[src/hw/rtl/mipmap_chain_box_downsampler_defines.svh]
`ifndef MIPMAP_CHAIN_BOX_DOWNSAMPLER_DEFINES_SVH
`define MIPMAP_CHAIN_BOX_DOWNSAMPLER_DEFINES_SVH

// same-cycle implication, sampled on clk, off during reset
`define MCBD_ASSERT_IMP(lbl, ante, cons) \
	lbl: assert property (@(posedge clk) disable iff (!arst_n) (ante) |-> (cons)) \
		else $error("mcbd check failed");

// next-cycle implication
`define MCBD_ASSERT_NEXT(lbl, ante, cons) \
	lbl: assert property (@(posedge clk) disable iff (!arst_n) (ante) |=> (cons)) \
		else $error("mcbd check failed");

`endif

[src/hw/rtl/mcbd_pkg.sv]
`default_nettype none

package mcbd_pkg;

	localparam int MAX_WIDTH_DEF  = 256;
	localparam int MAX_HEIGHT_DEF = 256;
	localparam int LEVELS_DEF     = 3;
	localparam int MAX_LEVELS     = 3;
	localparam int QUEUE_DEPTH    = 8;

	localparam int PIX_W     = 8;
	localparam int SUM_W     = 9;
	localparam int COORD_W   = 7;
	localparam int LEVEL_W   = 2;
	localparam int DIM_CFG_W = 9;
	localparam int APB_W     = 32;
	localparam int ADDR_W    = 3;

	typedef enum logic {
		REG_WIDTH  = 1'b0,
		REG_HEIGHT = 1'b1
	} reg_idx_t;

	// results gathered for one input pixel, slot i holds mip level i+1
	typedef struct packed {
		logic [LEVEL_W-1:0]                 n;
		logic [MAX_LEVELS-1:0][PIX_W-1:0]   val;
		logic [MAX_LEVELS-1:0][COORD_W-1:0] col;
		logic [MAX_LEVELS-1:0][COORD_W-1:0] row;
	} rec_t;

endpackage

`default_nettype wire

[src/hw/rtl/mcbd_level.sv]
`default_nettype none

module mcbd_level import mcbd_pkg::*; #(
	parameter int LEVEL_IDX  = 0,
	parameter int MAX_WIDTH  = MAX_WIDTH_DEF,
	parameter int MAX_HEIGHT = MAX_HEIGHT_DEF
) (
	input  logic                               clk,
	input  logic                               arst_n,
	input  logic                               clear,
	input  logic                               item_valid,
	input  logic                               feed,
	input  logic [PIX_W-1:0]                   pix,
	input  logic [$clog2(MAX_WIDTH+1)-1:0]     iw,
	input  logic [$clog2(MAX_HEIGHT+1)-1:0]    ih,
	input  rec_t                               rec_in,
	output logic                               item_valid_out,
	output logic                               emit,
	output logic [PIX_W-1:0]                   val,
	output rec_t                               rec_out
);

	localparam int DW    = $clog2(MAX_WIDTH + 1);
	localparam int HW    = $clog2(MAX_HEIGHT + 1);
	localparam int CW    = $clog2(MAX_WIDTH);
	localparam int RW    = $clog2(MAX_HEIGHT);
	localparam int PAIRS = MAX_WIDTH >> (LEVEL_IDX + 1);
	localparam int AW    = (PAIRS > 1) ? $clog2(PAIRS) : 1;

	logic [SUM_W-1:0] mem [PAIRS];
	logic [SUM_W-1:0] rd_q;

	logic [CW-1:0]    col_q, col_d;
	logic [RW-1:0]    row_q, row_d;
	logic [PIX_W-1:0] held_q;

	logic               item_valid_s1, emit_s1, direct_s1;
	logic [SUM_W-1:0]   hsum_s1;
	logic [COORD_W-1:0] x_s1, y_s1;
	rec_t               rec_s1;

	logic             w_one, h_one, col_last, row_last, pair;
	logic             wr_en, rd_en, emit_d, direct_d, hold_en;
	logic [SUM_W-1:0] hsum;
	logic [AW-1:0]    addr;
	logic [SUM_W:0]   vsum;

	always_comb begin
		w_one    = (iw == DW'(1));
		h_one    = (ih == HW'(1));
		col_last = (DW'(col_q) == iw - DW'(1));
		row_last = (HW'(row_q) == ih - HW'(1));
		addr     = AW'(col_q >> 1);
		pair     = 1'b0;
		hsum     = '0;
		hold_en  = 1'b0;
		wr_en    = 1'b0;
		rd_en    = 1'b0;
		emit_d   = 1'b0;
		direct_d = 1'b0;
		// a single column is used twice, an odd last column is dropped
		if (w_one) begin
			hsum = {pix, 1'b0};
			pair = 1'b1;
		end else if (!(iw[0] && col_last)) begin
			if (!col_q[0]) begin
				hold_en = 1'b1;
			end else begin
				hsum = SUM_W'(held_q) + SUM_W'(pix);
				pair = 1'b1;
			end
		end
		if (pair) begin
			if (h_one) begin
				emit_d   = 1'b1;
				direct_d = 1'b1;
			end else if (!(ih[0] && row_last)) begin
				if (!row_q[0]) begin
					wr_en = 1'b1;
				end else begin
					rd_en  = 1'b1;
					emit_d = 1'b1;
				end
			end
		end
		hold_en = hold_en && feed;
		wr_en   = wr_en && feed;
		rd_en   = rd_en && feed;
		emit_d  = emit_d && feed;

		col_d = col_q + CW'(1);
		row_d = row_q;
		if (col_last) begin
			col_d = '0;
			row_d = row_last ? '0 : row_q + RW'(1);
		end
	end

	always_ff @(posedge clk or negedge arst_n) begin
		if (!arst_n) begin
			col_q         <= '0;
			row_q         <= '0;
			item_valid_s1 <= 1'b0;
		end else begin
			item_valid_s1 <= item_valid;
			if (clear) begin
				col_q <= '0;
				row_q <= '0;
			end else if (feed) begin
				col_q <= col_d;
				row_q <= row_d;
			end
		end
	end

	always_ff @(posedge clk) begin
		if (hold_en) begin
			held_q <= pix;
		end
		emit_s1   <= emit_d;
		direct_s1 <= direct_d;
		hsum_s1   <= hsum;
		x_s1      <= COORD_W'(col_q >> 1);
		y_s1      <= COORD_W'(row_q >> 1);
		rec_s1    <= rec_in;
	end

	// upper row pair sums; a write always lands before the lower row reads it
	always_ff @(posedge clk) begin
		if (wr_en) begin
			mem[addr] <= hsum;
		end
		if (rd_en) begin
			rd_q <= mem[addr];
		end
	end

	always_comb begin
		vsum           = (SUM_W+1)'(rd_q) + (SUM_W+1)'(hsum_s1);
		val            = direct_s1 ? hsum_s1[SUM_W-1:1] : vsum[SUM_W:2];
		emit           = item_valid_s1 && emit_s1;
		item_valid_out = item_valid_s1;
		rec_out        = rec_s1;
		rec_out.val[LEVEL_IDX] = val;
		rec_out.col[LEVEL_IDX] = x_s1;
		rec_out.row[LEVEL_IDX] = y_s1;
		rec_out.n      = rec_s1.n + LEVEL_W'(emit);
	end

endmodule

`default_nettype wire

[src/hw/rtl/mcbd_result_queue.sv]
`default_nettype none

`include "mipmap_chain_box_downsampler_defines.svh"

module mcbd_result_queue import mcbd_pkg::*; #(
	parameter int DEPTH = QUEUE_DEPTH
) (
	input  logic               clk,
	input  logic               arst_n,
	input  logic               push,
	input  rec_t               rec_in,
	output logic               result_valid,
	input  logic               result_ready,
	output logic [LEVEL_W-1:0] level,
	output logic [PIX_W-1:0]   value,
	output logic [COORD_W-1:0] column,
	output logic [COORD_W-1:0] row,
	output logic               last_of_run,
	output logic               pop
);

	localparam int PW    = $clog2(DEPTH);
	localparam int CNT_W = $clog2(DEPTH + 1);

	rec_t               q_q [DEPTH];
	logic [PW-1:0]      wr_ptr_q, rd_ptr_q;
	logic [CNT_W-1:0]   count_q;
	logic [LEVEL_W-1:0] k_q;
	rec_t               head;

	always_comb begin
		head         = q_q[rd_ptr_q];
		result_valid = (count_q != '0);
		level        = k_q + LEVEL_W'(1);
		value        = head.val[k_q];
		column       = head.col[k_q];
		row          = head.row[k_q];
		last_of_run  = (level == head.n);
		pop          = result_valid && result_ready && last_of_run;
	end

	always_ff @(posedge clk) begin
		if (push) begin
			q_q[wr_ptr_q] <= rec_in;
		end
	end

	always_ff @(posedge clk or negedge arst_n) begin
		if (!arst_n) begin
			wr_ptr_q <= '0;
			rd_ptr_q <= '0;
			count_q  <= '0;
			k_q      <= '0;
		end else begin
			if (push) begin
				wr_ptr_q <= (wr_ptr_q == PW'(DEPTH - 1)) ? '0 : wr_ptr_q + PW'(1);
			end
			// one beat per result, the record leaves after its last one
			if (result_valid && result_ready) begin
				if (last_of_run) begin
					k_q      <= '0;
					rd_ptr_q <= (rd_ptr_q == PW'(DEPTH - 1)) ? '0 : rd_ptr_q + PW'(1);
				end else begin
					k_q <= k_q + LEVEL_W'(1);
				end
			end
			count_q <= count_q + CNT_W'(push) - CNT_W'(pop);
		end
	end

	`MCBD_ASSERT_IMP(a_q_no_overflow, push, (count_q != CNT_W'(DEPTH)) || pop)
	`MCBD_ASSERT_IMP(a_q_head_has_result, count_q != '0, (head.n != '0) && (k_q < head.n))
	`MCBD_ASSERT_NEXT(a_q_sub_advance, result_valid && result_ready && !last_of_run, k_q == $past(k_q) + LEVEL_W'(1))

endmodule

`default_nettype wire

[src/hw/rtl/mcbd_cfg.sv]
`default_nettype none

module mcbd_cfg import mcbd_pkg::*; #(
	parameter int MAX_WIDTH  = MAX_WIDTH_DEF,
	parameter int MAX_HEIGHT = MAX_HEIGHT_DEF,
	parameter int LEVELS     = LEVELS_DEF
) (
	input  logic                                          clk,
	input  logic                                          arst_n,
	input  logic                                          psel,
	input  logic                                          penable,
	input  logic                                          pwrite,
	input  logic [ADDR_W-1:0]                             paddr,
	input  logic [APB_W-1:0]                              pwdata,
	output logic [APB_W-1:0]                              prdata,
	output logic                                          pready,
	output logic                                          clear,
	output logic [LEVELS-1:0][$clog2(MAX_WIDTH+1)-1:0]    iw,
	output logic [LEVELS-1:0][$clog2(MAX_HEIGHT+1)-1:0]   ih
);

	localparam int DW = $clog2(MAX_WIDTH + 1);
	localparam int HW = $clog2(MAX_HEIGHT + 1);

	logic [DIM_CFG_W-1:0] width_q, height_q;
	reg_idx_t             idx;
	logic [31:0]          w32, h32;

	always_comb begin
		idx    = reg_idx_t'(paddr[2]);
		pready = 1'b1;
		clear  = psel && penable && pwrite;
		case (idx)
			REG_WIDTH:  prdata = APB_W'(width_q);
			REG_HEIGHT: prdata = APB_W'(height_q);
			default:    prdata = '0;
		endcase
	end

	always_ff @(posedge clk or negedge arst_n) begin
		if (!arst_n) begin
			width_q  <= DIM_CFG_W'(64);
			height_q <= DIM_CFG_W'(64);
		end else if (clear) begin
			case (idx)
				REG_WIDTH:  width_q  <= pwdata[DIM_CFG_W-1:0];
				REG_HEIGHT: height_q <= pwdata[DIM_CFG_W-1:0];
				default:    ;
			endcase
		end
	end

	// level sizes: clamp the base size, then halve with a floor of one
	always_comb begin
		w32 = 32'(width_q);
		h32 = 32'(height_q);
		if (w32 == 32'd0) begin
			w32 = 32'd1;
		end else if (w32 > 32'(MAX_WIDTH)) begin
			w32 = 32'(MAX_WIDTH);
		end
		if (h32 == 32'd0) begin
			h32 = 32'd1;
		end else if (h32 > 32'(MAX_HEIGHT)) begin
			h32 = 32'(MAX_HEIGHT);
		end
		iw[0] = DW'(w32);
		ih[0] = HW'(h32);
		for (int l = 1; l < LEVELS; l++) begin
			iw[l] = ((iw[l-1] >> 1) == '0) ? DW'(1) : (iw[l-1] >> 1);
			ih[l] = ((ih[l-1] >> 1) == '0) ? HW'(1) : (ih[l-1] >> 1);
		end
	end

endmodule

`default_nettype wire

[src/hw/rtl/mipmap_chain_box_downsampler.sv]
`default_nettype none

`include "mipmap_chain_box_downsampler_defines.svh"

// Streams base image pixels in raster order and emits up to LEVELS further mip levels, each
// pixel the truncated mean of a 2x2 block of the level above, as one beat per result with
// level, value, column, row and a flag on the last result of its input pixel. Each level is
// one pipeline stage around its own single-port pair-sum memory, so a pixel is accepted
// every cycle while the result channel keeps up; the result channel moves one beat per
// cycle, and up to QUEUE_DEPTH pixels may be in flight or queued before pixel_ready drops.
// result_valid for the first result of a pixel rises once the pixel has passed the stage
// register of every level and its record is written into the result queue. Memories need
// no clearing pass. A write to image_width or image_height restarts the frame and must be
// made by the user while the block is idle; the block itself does not enforce this.
module mipmap_chain_box_downsampler import mcbd_pkg::*; #(
	parameter int MAX_WIDTH  = MAX_WIDTH_DEF,
	parameter int MAX_HEIGHT = MAX_HEIGHT_DEF,
	parameter int LEVELS     = LEVELS_DEF
) (
	input  logic               clk,
	input  logic               arst_n,
	input  logic               psel,
	input  logic               penable,
	input  logic               pwrite,
	input  logic [ADDR_W-1:0]  paddr,
	input  logic [APB_W-1:0]   pwdata,
	output logic [APB_W-1:0]   prdata,
	output logic               pready,
	input  logic               pixel_valid,
	output logic               pixel_ready,
	input  logic [PIX_W-1:0]   pixel,
	output logic               result_valid,
	input  logic               result_ready,
	output logic [LEVEL_W-1:0] level,
	output logic [PIX_W-1:0]   value,
	output logic [COORD_W-1:0] column,
	output logic [COORD_W-1:0] row,
	output logic               last_of_run
);

	localparam int DW      = $clog2(MAX_WIDTH + 1);
	localparam int HW      = $clog2(MAX_HEIGHT + 1);
	localparam int CREDITS = QUEUE_DEPTH;
	localparam int CRW     = $clog2(CREDITS + 1);

	logic                         clear, accept, leave, push, drop, pop;
	logic [LEVELS-1:0][DW-1:0]    iw;
	logic [LEVELS-1:0][HW-1:0]    ih;
	logic [LEVELS-1:0]            lv_valid, lv_emit;
	logic [LEVELS-1:0][PIX_W-1:0] lv_val;
	rec_t                         lv_rec [LEVELS];
	logic [CRW-1:0]               credit_q;

	mcbd_cfg #(
		.MAX_WIDTH  (MAX_WIDTH),
		.MAX_HEIGHT (MAX_HEIGHT),
		.LEVELS     (LEVELS)
	) u_cfg (
		.clk     (clk),
		.arst_n  (arst_n),
		.psel    (psel),
		.penable (penable),
		.pwrite  (pwrite),
		.paddr   (paddr),
		.pwdata  (pwdata),
		.prdata  (prdata),
		.pready  (pready),
		.clear   (clear),
		.iw      (iw),
		.ih      (ih)
	);

	assign pixel_ready = (credit_q < CRW'(CREDITS));
	assign accept      = pixel_valid && pixel_ready;

	for (genvar l = 0; l < LEVELS; l++) begin : g_level
		logic        item_in, feed_in;
		logic [PIX_W-1:0] pix_in;
		rec_t        rec_in;

		if (l == 0) begin : g_first
			assign item_in = accept;
			assign feed_in = accept;
			assign pix_in  = pixel;
			assign rec_in  = '0;
		end else begin : g_next
			// a level sees a pixel only when the level above produced one
			assign item_in = lv_valid[l-1];
			assign feed_in = lv_valid[l-1] && lv_emit[l-1];
			assign pix_in  = lv_val[l-1];
			assign rec_in  = lv_rec[l-1];
		end

		mcbd_level #(
			.LEVEL_IDX  (l),
			.MAX_WIDTH  (MAX_WIDTH),
			.MAX_HEIGHT (MAX_HEIGHT)
		) u_level (
			.clk            (clk),
			.arst_n         (arst_n),
			.clear          (clear),
			.item_valid     (item_in),
			.feed           (feed_in),
			.pix            (pix_in),
			.iw             (iw[l]),
			.ih             (ih[l]),
			.rec_in         (rec_in),
			.item_valid_out (lv_valid[l]),
			.emit           (lv_emit[l]),
			.val            (lv_val[l]),
			.rec_out        (lv_rec[l])
		);
	end

	assign leave = lv_valid[LEVELS-1];
	assign push  = leave && (lv_rec[LEVELS-1].n != '0);
	assign drop  = leave && (lv_rec[LEVELS-1].n == '0);

	mcbd_result_queue #(
		.DEPTH (QUEUE_DEPTH)
	) u_queue (
		.clk          (clk),
		.arst_n       (arst_n),
		.push         (push),
		.rec_in       (lv_rec[LEVELS-1]),
		.result_valid (result_valid),
		.result_ready (result_ready),
		.level        (level),
		.value        (value),
		.column       (column),
		.row          (row),
		.last_of_run  (last_of_run),
		.pop          (pop)
	);

	// pixels in the pipeline or queued; bounds queue occupancy
	always_ff @(posedge clk or negedge arst_n) begin
		if (!arst_n) begin
			credit_q <= '0;
		end else begin
			credit_q <= credit_q + CRW'(accept) - CRW'(pop) - CRW'(drop);
		end
	end

	`MCBD_ASSERT_IMP(a_credit_bound, 1'b1, credit_q <= CRW'(CREDITS))
	`MCBD_ASSERT_IMP(a_result_has_credit, result_valid, credit_q != '0)
	`MCBD_ASSERT_IMP(a_leave_has_credit, leave, credit_q != '0)

endmodule

`default_nettype wire

[config.mk]
export PLATFORM = sky130hd
export DESIGN_NAME = mipmap_chain_box_downsampler
export DESIGN_NICKNAME = d
export VERILOG_FILES = /design/src/hw/rtl/mcbd_pkg.sv /design/src/hw/rtl/mcbd_level.sv /design/src/hw/rtl/mcbd_result_queue.sv /design/src/hw/rtl/mcbd_cfg.sv /design/src/hw/rtl/mipmap_chain_box_downsampler.sv
export VERILOG_INCLUDE_DIRS = /design/src /design/src/hw/rtl
export SDC_FILE = /design/constraint.sdc
export NUM_CORES = 2
export LEC_CHECK = 0
export BUFFER_PORTS_ARGS = -buffer_cell sky130_fd_sc_hd__buf_2
export CAP_MARGIN = 10
export CORE_ASPECT_RATIO = 0.7
export CORE_MARGIN = 2
export CORE_UTILIZATION = 55
export CTS_CLUSTER_DIAMETER = 40
export CTS_CLUSTER_SIZE = 25
export DETAILED_ROUTE_END_ITERATION = 7
export PLACE_DENSITY = 0.69
export SYNTH_ARGS = -nofsm -noshare
export SYNTH_HDL_FRONTEND = slang
export SYNTH_SLANG_ARGS = --single-unit
[constraint.sdc]
create_clock -name clk -period 17 [get_ports clk]
set_input_delay 3.4 -clock clk [delete_from_list [all_inputs] [get_ports clk]]
set_output_delay 3.4 -clock clk [all_outputs]
set_load 0.005 [all_outputs]
==> metrics.md <==
| Metric | Value |
|---|---|
| Cts repair resizes | `0` |
| Setup TNS Final | `0 ns` |
| Seq/Total Area, Yosys | `76.9%` |
| Clock Sinks | `2840` |
| Final Wtd Congestion | `0.887` |
| Top_reg_cell synth | `edfxtp_1` |
| Skew final | `0.0796 ns` |
| Share of cells above drive strength 1 | `16.4%` |
| Detailed placement HPWL | `158000 um` |
| Crit path kind | `register to output pin` |
| LEAKAGE | `38.3 nW` |
| Clock transition at path regs | `0.08 ns` |
| Die height | `376 um` |
| Uppermost layer routed | `met5` |
| TritonCTS Buffers | `245` |
| ANT nets after route | `0` |
| Port bufs | `60` |
| Layout Area Growth over Synthesis | `11.4%` |
| All-Layer GR Usage | `27.0%` |
| H-tree Lvls | `4` |
| Max IR drop VDD | `0.142 mV` |
| CP Capture Type | `output pin` |
| Fillers | `13600` |
| Final setup viols | `0` |
| Cell variety after synth | `87` |
| Sw frac | `29.3%` |
| Slew HR | `14.3%` |
| Sequential share of power | `48.3%` |
| Clock group share of total power | `33.9%` |
| M1 wire length | `116000 um` |
| Routed wl met2 | `119000 um` |
| Placeable Area | `196000 um^2` |
| Initial drt markers | `8283` |
| Max FO, Critical Path | `59` |
| Root Driver | `clkbuf_16` |
| Drt wl/cell | `30.4 um` |
| Synth warn | `0` |
| Final WS setup | `8.88 ns` |
| Cells on Worst Hold Path | `0` |
| Largest net degree at the start of global routing | `108` |
| Period utilization | `47.8%` |
| Hold Slack | `0.324 ns` |
| Chip Width | `535 um` |
| Data arrival time of the critical path | `4.72 ns` |
| Startpoint Class | `register` |
| Synth Instances | `6110` |
| Initial core utilization | `55.3%` |
| Final slew viol count | `0` |
| Routed WL | `274000 um` |
| Reg2Reg Depth | `10` |
| Yosys reg bits | `2840` |
| FMAX | `0.123 GHz` |
| Die footprint | `201000 um^2` |
| Pwr Density | `145 nW/um^2` |
| Mapped Avg Cell Area | `17.8 um^2` |
| Final nets | `6313` |
| RSZ-0062 raised after global routing | `no` |
| Switch Pwr | `5.12 mW` |
| Vias in the first global route | `57300` |
| Async SR Flop Fraction | `2.99%` |
| Internal power | `12.3 mW` |
| Final core utilization | `61.6%` |
| Worst EP required | `13.60 ns` |
| Initial antenna violation count | `23` |
| Clock Path Buffers | `4` |
| Worst Tran Pin Value | `1.28 ns` |
| Post-Place Cell Area | `112000 um^2` |
| Area occupied by multi-input gates | `23700 um^2` |
| Vias per cell | `6.70` |
| Worst-Skew Late Latency | `0.92 ns` |
| Minimum clock period | `8.12 ns` |
| Min-delay worst type | `register to register` |
| Storage cell area | `83400 um^2` |
| Post-synth EDFFs | `2611` |
| Post-Syn Area | `108000 um^2` |
| Status | `finished, final reports clean` |
| WL met3 | `32500 um` |
| Gr ovfl total | `0` |
| First-pass GRT wire length | `398000 um` |
| Drt drc | `0` |
| Combinational power share | `17.8%` |
| CTS tree | `done` |
| DP Worst Slack | `9.47 ns` |
| I/O Pins | `110` |
| First-pass DRT Iterations | `6` |
| Routed vias | `60400` |
| Rows | `136` |
| Post-CTS Setup Bufs | `0` |
| Final Hold Viols | `0` |
| Max Cap Violations | `0` |
| Hold buffer count at CTS | `0` |
| Final instance area | `121000 um^2` |
-- per-layer routing --
layer	track usage [%]	up-vias
li1	-	25200
met2	38.1	3582
met1	42.0	31100
met5	0	-
met4	6.98	14
met3	6.77	447
-- cell families after synthesis --
logic type	synth area share, %
xor+xnor	0.735
other cells	0.00692
flops	76.9
buf+inv	1.71
compound gates	9.16
fa+ha+maj	1.02
mux	6.27
simple gates	4.21
-- metrics by stage --
step | power, mW | std cells
floorplan | 10.4 | 6132
global route | 18.0 | 9013
detailed placement | 11.7 | 8551
global placement | 11.6 | 8551
finish | 17.5 | 9021
CTS | 17.5 | 9007
-- synth_stat cells, types with 30 or more instances --
library cell	count	area (um^2)
a21oi_1	65	325
a221oi_1	154	1350
a22o_1	111	972
a22oi_1	582	4370
a31oi_1	64	400
buf_1	75	282
clkbuf_1	276	1040
dfrtp_1	83	2080
dfxtp_1	144	2880
edfxtp_1	2611	78400
ha_1	79	988
inv_1	67	251
mux2_2	72	811
mux2i_1	47	470
mux4_2	245	5520
nand2_1	159	597
nand2b_1	30	188
nand3_1	85	425
nand4_1	118	738
nor2_1	341	1280
nor3_1	44	220
o211ai_1	31	233
o21ai_0	126	631
xnor2_1	60	526
xor2_1	31	272
-- registers in the layout (all words and copies together), names as in the netlist, 21 cells and up --
name,flops
g_level.u_level.col_q,24
g_level.u_level.rd_q,27
g_level.u_level.held_q,24
g_level.u_level.rec_out,66
g_level.u_level.x_s1,21
g_level.u_level.row_q,24
g_level.u_level.y_s1,21
g_level.u_level.mem,2016
g_level.u_level.hsum_s1,27
u_queue.q_q,544
-- worst paths after layout --
| check | start | endpoint | slack, ns |
|---|---|---|---|
| worst max register to register | u_cfg.width_q[5] | g_level[0].u_level.mem[124][0] | 10.48 |
| worst min-delay path | g_level[1].u_level.x_s1[2] | g_level[2].u_level.rec_out[30] | 0.32 |
| min in group asynchronous | arst_n | u_queue.count_q[3] | 2.49 |
| max in group asynchronous | arst_n | g_level[0].u_level.col_q[2] | 13.36 |
| worst max-delay path | u_queue.rd_ptr_q[1] | value[5] | 8.88 |
| worst min register to register | g_level[1].u_level.x_s1[2] | g_level[2].u_level.rec_out[30] | 0.32 |
-- critical path: stages (launching register included) --
cell and delay, ns:
dfrtp_4 0.75, buf_4 0.79, buf_4 0.73, mux4_2 0.43, mux4_2 0.51, nand2_1 0.08, o21ai_0 0.21, buf_2 0.21
-- power groups by stage --
stage	Combinational, mW	Sequential, mW	Clock (mW)
6_report	3.11	8.43	5.91
3_3_place_gp	3.00	8.58	0
2_1_floorplan	1.94	8.48	0
5_1_grt	3.31	8.45	6.23
4_1_cts	3.08	8.43	5.96
3_5_place_dp	3.07	8.59	0
-- area by class of cell --
class / count / share of cell area (%)
sequential: 2840 / 69.1
multi-input combinational: 2828 / 19.6
clock buffer: 262 / 5.23
tap: 2622 / 2.72
clock inverter: 194 / 1.99
timing repair buffer: 192 / 1.15
inverter: 71 / 0.221
antenna: 12 / 0.0249
-- cells in the final DEF (no fill, tap or decap), types with 24 or more instances in the layout --
master        n
a21oi_1      65
a221oi_1    154
a22o_1      107
a22oi_1     582
a31oi_1      64
buf_2        59
buf_4       126
clkbuf_16   252
clkinv_8     47
conb_1       24
dfrtp_1      73
dfxtp_1     144
edfxtp_1   2611
ha_1         79
inv_1        67
inv_8        37
mux2_2       72
mux2i_1      47
mux4_2      245
nand2_1     159
nand2b_1     30
nand3_1      77
nand4_1     118
nor2_1      335
nor3_1       37
o211ai_1     31
o21ai_0     115
xnor2_1      60
xor2_1       31
Power figures use the tool's default switching activity.
